## config.mk

```make
export PLATFORM = sky130hd
export DESIGN_NAME = rotor_cipher_letter_unit
export DESIGN_NICKNAME = d
export VERILOG_FILES = /design/src/sv/rcl_pkg.sv /design/src/sv/rcl_front.sv /design/src/sv/rcl_queue.sv /design/src/sv/rcl_back.sv /design/src/sv/rotor_cipher_letter_unit.sv
export SDC_FILE = /design/constraint.sdc
export NUM_CORES = 1
export LEC_CHECK = 0
export ABC_AREA = 0
export BUFFER_PORTS_ARGS = -buffer_cell sky130_fd_sc_hd__buf_2
export CAP_MARGIN = 20
export CELL_PAD_IN_SITES_DETAIL_PLACEMENT = 1
export CELL_PAD_IN_SITES_GLOBAL_PLACEMENT = 1
export CORE_UTILIZATION = 45
export CTS_CLUSTER_DIAMETER = 100
export DETAILED_ROUTE_END_ITERATION = 12
export PLACE_DENSITY = 0.85
export RECOVER_POWER = 100
export SLEW_MARGIN = 20
export SYNTH_ARGS = -nofsm -noshare
export SYNTH_HDL_FRONTEND = slang
export SYNTH_HIERARCHICAL = 1
export SYNTH_SLANG_ARGS = --single-unit
```

## constraint.sdc

```tcl
create_clock -name clk -period 40 [get_ports clk]
set_clock_uncertainty 0.1 [all_clocks]
set_input_delay 8 -clock clk [delete_from_list [all_inputs] [get_ports clk]]
set_output_delay 8 -clock clk [all_outputs]
set_load 0.1 [all_outputs]
```

## src/sv/rcl_pkg.sv

```systemverilog
`timescale 1ns / 1ps

package rcl_pkg;

	localparam int ALPHA = 26;
	localparam int QDEPTH = 2;
	localparam int QPTR_W = $clog2(QDEPTH);
	localparam int QCNT_W = $clog2(QDEPTH + 1);

	typedef logic [4:0] letter_t;

	// One letter with the odometer position it is to be enciphered at
	typedef struct packed {
		letter_t letter;
		letter_t fast;
		letter_t middle;
		letter_t slow;
	} job_t;

	typedef enum logic [2:0] {
		ROT_FAST,
		ROT_MEDIUM,
		ROT_SLOW,
		ROT_REFLECT,
		ROT_INV_FAST,
		ROT_INV_MEDIUM,
		ROT_INV_SLOW
	} rotor_e;

	localparam letter_t TAB_FAST [0:25] = '{
		5'd1, 5'd3, 5'd5, 5'd7, 5'd9, 5'd11, 5'd2, 5'd15, 5'd17, 5'd19, 5'd23, 5'd21, 5'd25,
		5'd13, 5'd24, 5'd4, 5'd8, 5'd22, 5'd6, 5'd0, 5'd10, 5'd12, 5'd20, 5'd18, 5'd16, 5'd14};
	localparam letter_t TAB_MEDIUM [0:25] = '{
		5'd0, 5'd9, 5'd3, 5'd10, 5'd18, 5'd8, 5'd17, 5'd20, 5'd23, 5'd1, 5'd11, 5'd7, 5'd22,
		5'd19, 5'd12, 5'd2, 5'd16, 5'd6, 5'd25, 5'd13, 5'd15, 5'd24, 5'd5, 5'd21, 5'd14, 5'd4};
	localparam letter_t TAB_SLOW [0:25] = '{
		5'd4, 5'd10, 5'd12, 5'd5, 5'd11, 5'd6, 5'd3, 5'd16, 5'd21, 5'd25, 5'd13, 5'd19, 5'd14,
		5'd22, 5'd24, 5'd7, 5'd23, 5'd20, 5'd18, 5'd15, 5'd0, 5'd8, 5'd1, 5'd17, 5'd2, 5'd9};
	localparam letter_t TAB_REFLECT [0:25] = '{
		5'd8, 5'd23, 5'd20, 5'd7, 5'd5, 5'd4, 5'd25, 5'd3, 5'd0, 5'd14, 5'd12, 5'd19, 5'd10,
		5'd16, 5'd9, 5'd22, 5'd13, 5'd18, 5'd17, 5'd11, 5'd2, 5'd24, 5'd15, 5'd1, 5'd21, 5'd6};
	localparam letter_t TAB_INV_FAST [0:25] = '{
		5'd19, 5'd0, 5'd6, 5'd1, 5'd15, 5'd2, 5'd18, 5'd3, 5'd16, 5'd4, 5'd20, 5'd5, 5'd21,
		5'd13, 5'd25, 5'd7, 5'd24, 5'd8, 5'd23, 5'd9, 5'd22, 5'd11, 5'd17, 5'd10, 5'd14, 5'd12};
	localparam letter_t TAB_INV_MEDIUM [0:25] = '{
		5'd0, 5'd9, 5'd15, 5'd2, 5'd25, 5'd22, 5'd17, 5'd11, 5'd5, 5'd1, 5'd3, 5'd10, 5'd14,
		5'd19, 5'd24, 5'd20, 5'd16, 5'd6, 5'd4, 5'd13, 5'd7, 5'd23, 5'd12, 5'd8, 5'd21, 5'd18};
	localparam letter_t TAB_INV_SLOW [0:25] = '{
		5'd20, 5'd22, 5'd24, 5'd6, 5'd0, 5'd3, 5'd5, 5'd15, 5'd21, 5'd25, 5'd1, 5'd4, 5'd2,
		5'd10, 5'd12, 5'd19, 5'd7, 5'd23, 5'd18, 5'd11, 5'd17, 5'd8, 5'd13, 5'd16, 5'd14, 5'd9};

	localparam letter_t LAST_LETTER = letter_t'(ALPHA - 1);

	// Bring 0..31 into 0..25
	function automatic letter_t mod_reduce(input letter_t x);
		letter_t r;
		r = (x >= letter_t'(ALPHA)) ? letter_t'(x - letter_t'(ALPHA)) : x;
		return r;
	endfunction

	function automatic letter_t add_mod(input letter_t a, input letter_t b);
		logic [5:0] s;
		s = {1'b0, a} + {1'b0, b};
		if (s >= 6'(ALPHA)) begin
			s = s - 6'(ALPHA);
		end
		return s[4:0];
	endfunction

	function automatic letter_t sub_mod(input letter_t a, input letter_t b);
		letter_t r;
		if (a >= b) begin
			r = a - b;
		end else begin
			r = letter_t'(6'(a) + 6'(ALPHA) - 6'(b));
		end
		return r;
	endfunction

	// Operands are always below 26
	function automatic letter_t lookup(input rotor_e r, input letter_t i);
		letter_t y;
		case (r)
			ROT_FAST:       y = TAB_FAST[i];
			ROT_MEDIUM:     y = TAB_MEDIUM[i];
			ROT_SLOW:       y = TAB_SLOW[i];
			ROT_REFLECT:    y = TAB_REFLECT[i];
			ROT_INV_FAST:   y = TAB_INV_FAST[i];
			ROT_INV_MEDIUM: y = TAB_INV_MEDIUM[i];
			ROT_INV_SLOW:   y = TAB_INV_SLOW[i];
			default:        y = '0;
		endcase
		return y;
	endfunction

	// Offset by the digit, substitute, take the offset back out
	function automatic letter_t through_rotor(input rotor_e r, input letter_t x,
			input letter_t d);
		letter_t y;
		y = lookup(r, add_mod(x, d));
		return sub_mod(y, d);
	endfunction

endpackage

```

## src/sv/rcl_front.sv

```systemverilog
`timescale 1ns / 1ps

module rcl_front import rcl_pkg::*; (
	input  logic    clk,
	input  logic    arst_n,
	input  logic    in_valid,
	output logic    in_stall,
	input  letter_t letter_in,
	input  logic    restart,
	input  logic    q_full,
	output logic    push,
	output job_t    push_job
);

	letter_t fast_q, medium_q, slow_q;
	letter_t fast_nxt, medium_nxt, slow_nxt;

	// Odometer step, or load position 1 on restart
	always_comb begin
		fast_nxt   = fast_q;
		medium_nxt = medium_q;
		slow_nxt   = slow_q;
		if (restart) begin
			fast_nxt   = letter_t'(1);
			medium_nxt = '0;
			slow_nxt   = '0;
		end else if (fast_q != LAST_LETTER) begin
			fast_nxt = fast_q + letter_t'(1);
		end else begin
			fast_nxt = '0;
			if (medium_q != LAST_LETTER) begin
				medium_nxt = medium_q + letter_t'(1);
			end else begin
				medium_nxt = '0;
				slow_nxt   = (slow_q != LAST_LETTER) ? slow_q + letter_t'(1) : '0;
			end
		end
	end

	assign in_stall = q_full;
	assign push     = in_valid && !q_full;

	always_comb begin
		push_job.letter = mod_reduce(letter_in);
		push_job.fast   = fast_nxt;
		push_job.middle = medium_nxt;
		push_job.slow   = slow_nxt;
	end

	always_ff @(posedge clk or negedge arst_n) begin
		if (!arst_n) begin
			fast_q   <= '0;
			medium_q <= '0;
			slow_q   <= '0;
		end else if (push) begin
			fast_q   <= fast_nxt;
			medium_q <= medium_nxt;
			slow_q   <= slow_nxt;
		end
	end

endmodule

```

## src/sv/rcl_queue.sv

```systemverilog
`timescale 1ns / 1ps

module rcl_queue import rcl_pkg::*; (
	input  logic clk,
	input  logic arst_n,
	input  logic push,
	input  job_t push_job,
	output logic full,
	input  logic pop,
	output logic head_valid,
	output job_t head_job
);

	job_t              slot_q [QDEPTH];
	logic [QPTR_W-1:0] wr_ptr_q, rd_ptr_q;
	logic [QCNT_W-1:0] count_q;

	assign full       = (count_q == QCNT_W'(QDEPTH));
	assign head_valid = (count_q != '0);
	assign head_job   = slot_q[rd_ptr_q];

	function automatic logic [QPTR_W-1:0] ptr_inc(input logic [QPTR_W-1:0] p);
		return (p == QPTR_W'(QDEPTH - 1)) ? '0 : p + QPTR_W'(1);
	endfunction

	always_ff @(posedge clk) begin
		if (push) begin
			slot_q[wr_ptr_q] <= push_job;
		end
	end

	always_ff @(posedge clk or negedge arst_n) begin
		if (!arst_n) begin
			wr_ptr_q <= '0;
			rd_ptr_q <= '0;
			count_q  <= '0;
		end else begin
			if (push) begin
				wr_ptr_q <= ptr_inc(wr_ptr_q);
			end
			if (pop) begin
				rd_ptr_q <= ptr_inc(rd_ptr_q);
			end
			case ({push, pop})
				2'b10:   count_q <= count_q + QCNT_W'(1);
				2'b01:   count_q <= count_q - QCNT_W'(1);
				default: count_q <= count_q;
			endcase
		end
	end

	a_count_bound: assert property (@(posedge clk) disable iff (!arst_n)
		count_q <= QCNT_W'(QDEPTH))
		else $error("queue count beyond depth");

	a_no_overflow: assert property (@(posedge clk) disable iff (!arst_n)
		full |-> !push)
		else $error("push into full queue");

	a_no_underflow: assert property (@(posedge clk) disable iff (!arst_n)
		!head_valid |-> !pop)
		else $error("pop from empty queue");

	a_count_track: assert property (@(posedge clk) disable iff (!arst_n)
		(push && !pop) |=> (count_q == $past(count_q) + QCNT_W'(1)))
		else $error("queue count lost a push");

endmodule

```

## src/sv/rcl_back.sv

```systemverilog
`timescale 1ns / 1ps

module rcl_back import rcl_pkg::*; (
	input  logic    clk,
	input  logic    arst_n,
	input  logic    head_valid,
	input  job_t    head_job,
	output logic    pop,
	output logic    out_valid,
	input  logic    out_stall,
	output letter_t letter_out
);

	logic    valid_s1, valid_s2;
	letter_t x_s1;
	letter_t fast_s1, medium_s1, slow_s1;
	letter_t fwd, inv;
	letter_t x_s2;
	logic    en_s1, en_s2;

	assign en_s2 = !valid_s2 || !out_stall;
	assign en_s1 = !valid_s1 || en_s2;
	assign pop   = head_valid && en_s1;

	// Forward rotors and reflector
	always_comb begin
		fwd = through_rotor(ROT_FAST, head_job.letter, head_job.fast);
		fwd = through_rotor(ROT_MEDIUM, fwd, head_job.middle);
		fwd = through_rotor(ROT_SLOW, fwd, head_job.slow);
		fwd = lookup(ROT_REFLECT, fwd);
	end

	// Return path through the inverse rotors
	always_comb begin
		inv = through_rotor(ROT_INV_SLOW, x_s1, slow_s1);
		inv = through_rotor(ROT_INV_MEDIUM, inv, medium_s1);
		inv = through_rotor(ROT_INV_FAST, inv, fast_s1);
	end

	always_ff @(posedge clk or negedge arst_n) begin
		if (!arst_n) begin
			valid_s1 <= 1'b0;
			valid_s2 <= 1'b0;
		end else begin
			if (en_s1) begin
				valid_s1 <= head_valid;
			end
			if (en_s2) begin
				valid_s2 <= valid_s1;
			end
		end
	end

	always_ff @(posedge clk) begin
		if (en_s1 && head_valid) begin
			x_s1      <= fwd;
			fast_s1   <= head_job.fast;
			medium_s1 <= head_job.middle;
			slow_s1   <= head_job.slow;
		end
		if (en_s2 && valid_s1) begin
			x_s2 <= inv;
		end
	end

	assign out_valid  = valid_s2;
	assign letter_out = x_s2;

	a_stage_hold: assert property (@(posedge clk) disable iff (!arst_n)
		(valid_s1 && valid_s2 && out_stall) |=> valid_s1)
		else $error("stage 1 item dropped under stall");

	a_no_pop_blocked: assert property (@(posedge clk) disable iff (!arst_n)
		(valid_s1 && valid_s2 && out_stall) |-> !pop)
		else $error("pop while pipeline blocked");

	a_output_range: assert property (@(posedge clk) disable iff (!arst_n)
		out_valid |-> (letter_out <= LAST_LETTER))
		else $error("result letter out of range");

endmodule

```

## src/sv/rotor_cipher_letter_unit.sv

```systemverilog
`timescale 1ns / 1ps

// Channel  Handshake              Payload
// -------  ---------------------  -----------------------------
// in       in_valid / in_stall    letter_in[4:0], restart
// out      out_valid / out_stall  letter_out[4:0]
//
// One letter per cycle while out_stall is low; each result passes the queue slot,
// the forward rotors plus reflector register and the inverse rotors register in turn.
// The two-entry queue between odometer and rotor pipeline sets the stall depth.
// Reset clears the odometer to position 0, empties the queue and the pipeline.
// in_stall follows the queue-full flag alone: with both stages loaded and a result held
// by out_stall, the queue stops draining and in_stall rises once it holds two entries.

module rotor_cipher_letter_unit import rcl_pkg::*; (
	input  logic       clk,
	input  logic       arst_n,
	input  logic       in_valid,
	output logic       in_stall,
	input  logic [4:0] letter_in,
	input  logic       restart,
	output logic       out_valid,
	input  logic       out_stall,
	output logic [4:0] letter_out
);

	logic push, pop, q_full, head_valid;
	job_t push_job, head_job;

	// Front: step the odometer and tag each letter with its position
	rcl_front u_front (
		.clk       (clk),
		.arst_n    (arst_n),
		.in_valid  (in_valid),
		.in_stall  (in_stall),
		.letter_in (letter_in),
		.restart   (restart),
		.q_full    (q_full),
		.push      (push),
		.push_job  (push_job)
	);

	// Decouple: hold tagged letters while the back end is stalled
	rcl_queue u_queue (
		.clk        (clk),
		.arst_n     (arst_n),
		.push       (push),
		.push_job   (push_job),
		.full       (q_full),
		.pop        (pop),
		.head_valid (head_valid),
		.head_job   (head_job)
	);

	// Back: two-stage rotor pipeline ending in the output register
	rcl_back u_back (
		.clk        (clk),
		.arst_n     (arst_n),
		.head_valid (head_valid),
		.head_job   (head_job),
		.pop        (pop),
		.out_valid  (out_valid),
		.out_stall  (out_stall),
		.letter_out (letter_out)
	);

endmodule

```

==> impl_results.md, run 1 <==
- Run status: finished with violations
- Failing checks: max-capacitance violations, max-slew violations
- Setup Total Neg Slack: 0 ns
- EDFF count, synth: 65
- Mapped Avg Cell Area: 9.25 µm²
- Yosys top cell area share: 0.186
- Share of layout cells above drive strength 1: 0.0696
- Startpoint types: flip-flop
- Drt total wl: 26900 µm
- Final Wtd Congestion: 0.831
- Synth unique cells: 91
- Clk pin slew, worst setup/hold paths: 0.07 ns
- Commonest cells in the netlist: 148 x ha_1, 119 x inv_1, 80 x nand2_1
- Yosys warnings: 6
- CORE AREA: 0.0227 mm²
- Setup bufs post-CTS: 0
- Critical path peak fanout: 21
- Post-Syn Nets: 1315
- Reg2Reg Depth: 58
- Fin crit period: 16.80 ns
- FFs w/ async S/R, synth: 0.244
- First-pass GRT wire length: 44700 µm
- Ports: 17
- Starting Density: 0.462
- DP HPWL: 20700 µm
- Die extent in x: 155 µm
- Cell count after synthesis: 1133
- Die Ht: 155 µm
- # diodes: 0
- Die area: 0.0239 mm²
- Crit end category: flip-flop
- Post-synthesis register bit count: 86
- Skew-Pair Late Insertion Delay: 0.36 ns
- Final Hold Viols: 0
- CTS Buffer Depth: 2
- Crit path required time: 40.01 ns
- Row cnt: 55
- Crit-path max cell delay: 1.21 ns
- Max-cap violation count: 2
- Hold-fix buffers, CTS: 0
- Remaining antenna violation count after routing: 0
- Filler cell count: 2657
- Slew HR: -0.191
- Achievable frequency: 59.5 MHz
- Clock sinks: 86
- Vias after detailed routing: 8486
- Count leader, synth: ha_1
- Nets: 1312
- CTS Buf Count: 9
- Final Max Tran Viols: 44
- Crit Path Class: reg2reg
- Primary FF master, synth: edfxtp_1
- TritonCTS clock tree: yes
- Synth area leader: edfxtp_1
- Critical path's slowest cell: o21ai_0
- Port Buffers: 16
- Hold Crit Class: reg2reg
- Post-Syn Area: 0.0105 mm²
- DR WL/cell: 18.9 µm
- Antenna violations before repair: 0
- First-pass iteration count of the detailed router: 5
- CP Data Arrival Time: 16.81 ns
- Synth area leaders: edfxtp_1 19%, ha_1 18%, dfrtp_1 5.0%
- Gr usage total: 0.231
- Final setup fails: 0
- Period utilization: 0.420
- Drt via density: 5.98
- Sequential area share after synthesis: 0.236
- Worst hold path cell count: 1
- Pin count of the biggest net entering global routing: 25
- Remaining DRCs: 0
- Starting DRT DRC Count: 361
- RSZ-0062 raised after global routing: false
- Root buffer cell: clkbuf_16
- Layout area overhead: 4.98%
- Vias in the first global route: 9091
- Worst Tran Pin Value: 1.79 ns
- CTS HTree Levels: 3
- Global route total overflow: 0
- CTS resizes: 0
==> worst max-delay path: cells and delay by family (launching register included) <==
| kind | cells | cell delay [ns] |
|---|---|---|
| compound gates | 21 | 5.83 |
| fa+ha+maj | 10 | 3.55 |
| xor+xnor | 6 | 2.24 |
| mux | 6 | 1.77 |
| simple gates | 9 | 1.38 |
| flops | 1 | 0.93 |
| buf+inv | 6 | 0.72 |
==> state kept, by name, indices dropped and copies added (netlist names) <==
name,flops
u_back/fast_s1,5
u_back/letter_out,5
u_back/medium_s1,5
u_back/out_valid,1
u_back/slow_s1,5
u_back/valid_s1,1
u_back/x_s1,5
u_front/fast_q,5
u_front/medium_q,5
u_front/slow_q,5
u_queue/count_q,2
u_queue/rd_ptr_q,1
u_queue/slot_q,40
u_queue/wr_ptr_q,1
==> layer usage <==
metal,vias up,track usage,wire (µm)
met5,-,0,0
met4,0,0.0745,555
met3,46,0.0244,635
met2,146,0.450,14600
met1,4221,0.261,11100
li1,4073,-,-
==> through the flow <==
stage	cell area [µm²]	hold WS, ns	utilization	std cells	setup WS, ns
finish	11000	0.384	0.485	1420	23.20
global route	11000	0.412	0.485	1420	21.79
CTS	11100	0.390	0.487	1420	24.05
detailed placement	10800	0.377	0.473	1404	24.42
global placement	10800	0.350	0.473	1404	25.47
floorplan	10500	0.343	-	1133	26.69
==> layout make-up <==
| cell class | count | area (µm²) | area share |
|---|---|---|---|
| sequential | 86 | 2480 | 0.225 |
| tap | 285 | 357 | 0.0324 |
| clock buffer | 9 | 225 | 0.0205 |
| multi-input combinational | 892 | 7330 | 0.666 |
| clock inverter | 7 | 77.6 | 0.00705 |
| timing repair buffer | 19 | 83.8 | 0.00762 |
| inverter | 122 | 458 | 0.0416 |
==> final timing paths <==
path / slack, ns / end / from
setup / recovery: 23.20 / u_back/x_s1[4] / u_queue/rd_ptr_q
hold / removal: 0.38 / u_queue/count_q[1] / u_queue/count_q[1]
setup reg to reg: 23.20 / u_back/x_s1[4] / u_queue/rd_ptr_q
hold reg to reg: 0.38 / u_queue/count_q[1] / u_queue/count_q[1]
max in group asynchronous: 31.30 / u_front/slow_q[3] / arst_n
min in group asynchronous: 7.78 / u_front/fast_q[1] / arst_n
==> cells by family after synthesis <==
logic type | Yosys count | share of synthesized area
adders and majority gates | 172 | 0.222
and+or+nand+nor | 274 | 0.132
DFF | 86 | 0.236
xor gates and xnor gates | 68 | 0.0590
buffers and inverters | 155 | 0.0619
AOI/OAI and AO/OA | 294 | 0.198
muxes | 84 | 0.0901
==> layout by cell type (no fill, tap or decap), types with 16 or more instances in the layout <==
cell and n:
a21o_1 25, a21oi_1 64, dfrtp_1 21, edfxtp_1 65, fa_1 24, ha_1 148, inv_1 119, mux2_1 16
mux2_2 19, mux2i_1 43, nand2_1 80, nand2b_1 20, nand3_1 26, nor2_1 55, nor2b_1 16, nor3_1 20
o21ai_0 55, xnor2_1 43, xor2_1 23
Power of run 1 is not shown: default switching activity piles up to over one toggle a cycle in this logic, so the estimate is an artifact.
==> run 2, diff against run 1 <==
--- a/config.mk
+++ b/config.mk
@@ -5,15 +5,15 @@
 export SDC_FILE = /design/constraint.sdc
 export NUM_CORES = 1
 export LEC_CHECK = 0
-export ABC_AREA = 0
+export ABC_AREA = 1
 export BUFFER_PORTS_ARGS = -buffer_cell sky130_fd_sc_hd__buf_2
 export CAP_MARGIN = 20
 export CELL_PAD_IN_SITES_DETAIL_PLACEMENT = 1
 export CELL_PAD_IN_SITES_GLOBAL_PLACEMENT = 1
-export CORE_UTILIZATION = 45
+export CORE_UTILIZATION = 44
 export CTS_CLUSTER_DIAMETER = 100
 export DETAILED_ROUTE_END_ITERATION = 12
-export PLACE_DENSITY = 0.85
+export PLACE_DENSITY = 0.9
 export RECOVER_POWER = 100
 export SLEW_MARGIN = 20
 export SYNTH_ARGS = -nofsm -noshare
==> constraint.sdc (replaced) <==
create_clock -name clk -period 13.5 [get_ports clk]
set_clock_uncertainty 0.1 [all_clocks]
set_input_delay 2.7 -clock clk [delete_from_list [all_inputs] [get_ports clk]]
set_output_delay 2.7 -clock clk [all_outputs]
set_load 0.1 [all_outputs]
==> impl_results.md, run 2 <==
- Critical path endpoint: u_back/x_s1[2]
- CTS HTree Levels: 3
- Yosys top cell area share: 0.189
- Synth area leader: edfxtp_1
- Post-layout util: 0.493
- First-pass GRT wire length: 47300 µm
- DP HPWL: 22300 µm
- FF+latch area: 0.00248 mm²
- Achievable frequency: 75.9 MHz
- Antenna violations before repair: 0
- Crit-path max cell delay: 0.47 ns
- Critical path peak fanout: 27
- EDFF count, synth: 65
- Vias after detailed routing: 9435
- Crit path required time: 13.50 ns
- R2R Setup Slk: 0.32 ns
- Die area: 0.0241 mm²
- Max reg flops: 40
- Fin crit period: 13.18 ns
- Synth area leaders: edfxtp_1 19%, ha_1 18%, nand2_1 15%
- Final Wtd Congestion: 0.891
- Commonest cells in the netlist: 404 x nand2_1, 241 x inv_1, 148 x ha_1, 148 x nand3_1, 65 x edfxtp_1
- Pin count of the biggest net entering global routing: 28
- Crit path from: u_queue/rd_ptr_q
- Drt via density: 5.39
- Post-synthesis register bit count: 86
- Filler cell count: 2908
- CORE AREA: 0.0228 mm²
- Clk pin slew, worst setup/hold paths: 0.07 ns
- Register name with the most flops: u_queue/slot_q
- Layout area overhead: 9.05%
- Final setup fails: 0
- Vias in the first global route: 10000
- Area of placed instances: 0.0108 mm²
- Gr usage total: 0.243
- Crit-path most repeated cell: nand2_1
- Max-cap violation count: 0
- Skew-Pair Late Insertion Delay: 0.35 ns
- Yosys warnings: 6
- # diodes: 0
- RR Endpoint: u_back/x_s1[2]
- Primary FF master, synth: edfxtp_1
- Critical path's slowest cell: fa_1
- Synth unique cells: 51
- Root buffer cell: clkbuf_16
- Area of the multi-input gates: 0.00697 mm²
- Remaining antenna violation count after routing: 0
- Post-route non-filler standard cell count: 1751
- Row cnt: 55
- Post-Syn Nets: 1586
- Run status: completed
- Crit Path Class: reg2reg
- Die Ht: 155 µm
- Most frequent cells in the layout: 400 x nand2_1, 241 x inv_1, 148 x nand3_1
- CTS Buf Count: 9
- Cell count after synthesis: 1404
- Crit end category: flip-flop
- Commonest non-fill, non-tap cell in the layout: nand2_1
- Drt total wl: 30600 µm
- DR WL/cell: 17.5 µm
- Remaining DRCs: 0
- Sequential area share after synthesis: 0.240
- Mapped Avg Cell Area: 7.36 µm²
- TritonCTS clock tree: yes
- Starting DRT DRC Count: 556
- CP Data Arrival Time: 13.18 ns
- Port Buffers: 16
- Clock sinks: 86
- Hold Crit Class: reg2reg
- Share of layout cells above drive strength 1: 0.101
- Ports: 17
- Post-Syn Area: 0.0103 mm²
- Reg2Reg Depth: 73
- R2r startpoint: u_queue/rd_ptr_q
- Count leader, synth: nand2_1
- Final Max Tran Viols: 0
- Die extent in x: 155 µm
- Nets: 1615
- Global route total overflow: 0
- Period utilization: 0.976
- Final instance area: 0.0113 mm²
- First-pass iteration count of the detailed router: 5
- FFs w/ async S/R, synth: 0.244
- Final Hold Viols: 0
- Startpoint types: flip-flop
- Worst Tran Pin Value: 1.13 ns
- DP Cell Count: 1729
- CTS Buffer Depth: 2
- Slew HR: 0.245
- Starting Density: 0.452
[run 2: changes by cell type in the layout (fill, tap and decap cells not counted), moves of 24 or more]
cell,delta
a21oi_1,-28
nand2_2,+28
nand2_1,+320
a21o_1,-24
inv_1,+122
mux2i_1,-39
nand3_1,+122
[run 2: per-stage QoR]
step                TNS [ns]  worst slack [ns]  hold WS (ns)
detailed placement         0             0.133         0.369
CTS                        0            0.0476         0.384
floorplan                  0              2.28         0.342
global route           -1.53            -0.355         0.429
global placement           0              1.17         0.353
finish                     0             0.321         0.378
[run 2: worst min-delay path by stage]
stage                  startpoint                  to  cells past startpoint
2_1_floorplan  u_queue/count_q[1]  u_queue/count_q[1]                      2
5_1_grt        u_queue/count_q[1]  u_queue/count_q[1]                      2
3_5_place_dp   u_queue/count_q[1]  u_queue/count_q[1]                      2
3_3_place_gp   u_queue/count_q[1]  u_queue/count_q[1]                      2
4_1_cts        u_queue/count_q[1]  u_queue/count_q[1]                      2
6_report       u_queue/count_q[1]  u_queue/count_q[1]                      2
[run 2: layer usage]
layer,vias to the layer above,GRT usage,part of all wire
li1,4553,-,-
met1,4608,0.269,0.40
met2,191,0.468,0.53
met3,83,0.0304,0.027
met4,0,0.0929,0.038
met5,-,0,0
[run 2: cell families (layout without fill, tap and decap cells)]
kind of cell / after synthesis / after routing / synth area share
AND/OR/NAND/NOR: 682 / 682 / 0.298
XOR/XNOR: 63 / 63 / 0.0567
buffers and inverters: 261 / 295 / 0.0985
multiplexers: 4 / 4 / 0.00388
adder cells (fa/ha/maj): 172 / 172 / 0.226
flip-flops: 86 / 86 / 0.240
AO/OA/AOI/OAI: 136 / 136 / 0.0772
[run 2: final cells by class]
| class | count | area share |
|---|---|---|
| multi-input cells | 1057 | 0.619 |
| clock inverters | 7 | 0.00667 |
| clock buffers | 9 | 0.0200 |
| flip-flops and latches | 86 | 0.220 |
| repair buffers | 28 | 0.0151 |
| well taps | 313 | 0.0348 |
| inverters | 251 | 0.0843 |
[run 2: worst max-delay path, delay by kind of cell, from the launching register on]
kind	cells	cell delay, ns
and+or+nand+nor	35	4.37
adders and majority gates	12	3.97
AOI/OAI and AO/OA	9	1.65
buffers and inverters	12	1.34
xor gates and xnor gates	5	1.01
DFF	1	0.46
[run 2: timing repair]
| item | in CTS | in global routing |
|---|---|---|
| hold endpoints to repair | 0 | 0 |
| hold buffers | 0 | 0 |
| pin swaps | 0 | 4 |
| buffers inserted | 0 | 6 |
| cloned | 0 | 0 |
| setup endpoints to repair | 5 | 6 |
| gates resized for setup | 5 | 28 |
Power of run 2 is left out for the same reason.
==> run 3, diff against run 2 <==
--- a/config.mk
+++ b/config.mk
@@ -10,6 +10,7 @@
 export CAP_MARGIN = 20
 export CELL_PAD_IN_SITES_DETAIL_PLACEMENT = 1
 export CELL_PAD_IN_SITES_GLOBAL_PLACEMENT = 1
+export CORE_ASPECT_RATIO = 1.1
 export CORE_UTILIZATION = 44
 export CTS_CLUSTER_DIAMETER = 100
 export DETAILED_ROUTE_END_ITERATION = 12
==> impl_results.md, run 3 (same netlist as run 2, synthesis figures left out) <==
- Run status: completed
- Remaining DRCs: 0
- Critical path peak fanout: 10
- Gr usage total: 0.229
- First-pass GRT wire length: 45100 µm
- Post-layout util: 0.486
- Startpoint types: flip-flop
- CP Data Arrival Time: 12.81 ns
- Global route total overflow: 0
- Crit path required time: 13.50 ns
- DP Cell Count: 1716
- Die Ht: 163 µm
- Vias in the first global route: 9942
- # diodes: 0
- Crit end category: flip-flop
- Crit-path max cell delay: 0.55 ns
- Commonest non-fill, non-tap cell in the layout: nand2_1
- Crit Path Class: reg2reg
- Hold Crit Class: reg2reg
- Final Hold Viols: 0
- Register name with the most flops: u_queue/slot_q
- Setup Total Neg Slack: 0 ns
- Period utilization: 0.949
- Ports: 17
- Achievable frequency: 78.0 MHz
- Fin crit period: 12.81 ns
- Area of the multi-input gates: 0.00689 mm²
- FF+latch area: 0.00248 mm²
- Drt total wl: 27100 µm
- CTS Buf Count: 9
- Final Wtd Congestion: 0.898
- Hold-fix buffers, CTS: 0
- Layout area overhead: 7.86%
- Remaining antenna violation count after routing: 0
- Drt via density: 5.30
- Vias after detailed routing: 9209
- CTS HTree Levels: 3
- Die area: 0.0241 mm²
- Post-route non-filler standard cell count: 1738
- Most frequent cells in the layout: 400 x nand2_1, 243 x inv_1, 149 x nand3_1
- Slew HR: 0.154
- CTS Buffer Depth: 2
- Row cnt: 58
- DR WL/cell: 15.6 µm
- Port Buffers: 16
- Antenna violations before repair: 0
- Critical path's slowest cell: o21ai_0
- Skew-Pair Late Insertion Delay: 0.35 ns
- Starting Density: 0.450
- Root buffer cell: clkbuf_16
- Worst Tran Pin Value: 1.27 ns
- Clk pin slew, worst setup/hold paths: 0.07 ns
- Nets: 1615
- Pin count of the biggest net entering global routing: 24
- Starting DRT DRC Count: 378
- Share of layout cells above drive strength 1: 0.0772
- Final setup fails: 0
- Crit-path most repeated cell: nand2_1
- DP HPWL: 21300 µm
- Final Max Tran Viols: 0
- Max reg flops: 40
- Clock sinks: 86
- Die extent in x: 148 µm
- Max-cap violation count: 0
- First-pass iteration count of the detailed router: 4
- Filler cell count: 3001
- TritonCTS clock tree: yes
- CORE AREA: 0.0229 mm²
## run 3: changes by cell type in the layout (fill, tap and decap cells not counted), sizes merged
cell | before | now
buf | 27 | 14
clkinvlp | 1 | 0
clkinv | 3 | 4
clkbuf | 10 | 23
## run 3: through the flow
step	worst slack, ns	area [µm²]	hold slack (ns)
after floorplan	2.28	10300	0.342
after global placement	1.07	10800	0.354
after detailed placement	0.302	10800	0.373
after CTS	0.0535	11100	0.394
after global routing	-0.265	11100	0.442
final	0.685	11100	0.386
## run 3: what timing repair did
item | in CTS | in global routing
setup buffers | 0 | 6
gates resized for setup | 0 | 20
hold endpoints to repair | 0 | 0
setup endpoints to repair | 0 | 5
## run 3: layout make-up
cell class / count / area share
inverters: 251 / 0.0853
clock buffers: 9 / 0.0202
flip-flops and latches: 86 / 0.223
multi-input cells: 1057 / 0.619
repair buffers: 28 / 0.0134
well taps: 300 / 0.0337
clock inverters: 7 / 0.00607
## run 3: per-layer routing
layer | share of wire | track usage | vias up
li1 | - | - | 4556
met1 | 0.41 | 0.255 | 4499
met2 | 0.55 | 0.456 | 110
met3 | 0.018 | 0.0232 | 44
met4 | 0.020 | 0.0553 | 0
met5 | 0 | 0 | -
## run 3: critical path, delay by kind of cell, from the launching register on
kind,cells,cell delay (ns)
AO/OA/AOI/OAI,13,2.78
XOR/XNOR,3,0.59
adder cells (fa/ha/maj),10,3.58
buffers and inverters,6,0.69
flip-flops,1,0.46
AND/OR/NAND/NOR,39,4.37
## run 3: path summary, 6_finish.rpt
check | start | end | slack, ns | depth (start not counted)
worst min register to register | u_queue/count_q[1] | u_queue/count_q[1] | 0.39 | 2
max in group asynchronous | arst_n | u_queue/rd_ptr_q | 9.96 | 1
worst max register to register | u_queue/rd_ptr_q | u_back/x_s1[2] | 0.69 | 71
min in group asynchronous | arst_n | u_front/fast_q[3] | 2.49 | 1
worst max-delay path | u_queue/rd_ptr_q | u_back/x_s1[2] | 0.69 | 71
worst min-delay path | u_queue/count_q[1] | u_queue/count_q[1] | 0.39 | 2
Power of run 3 is left out for the same reason.
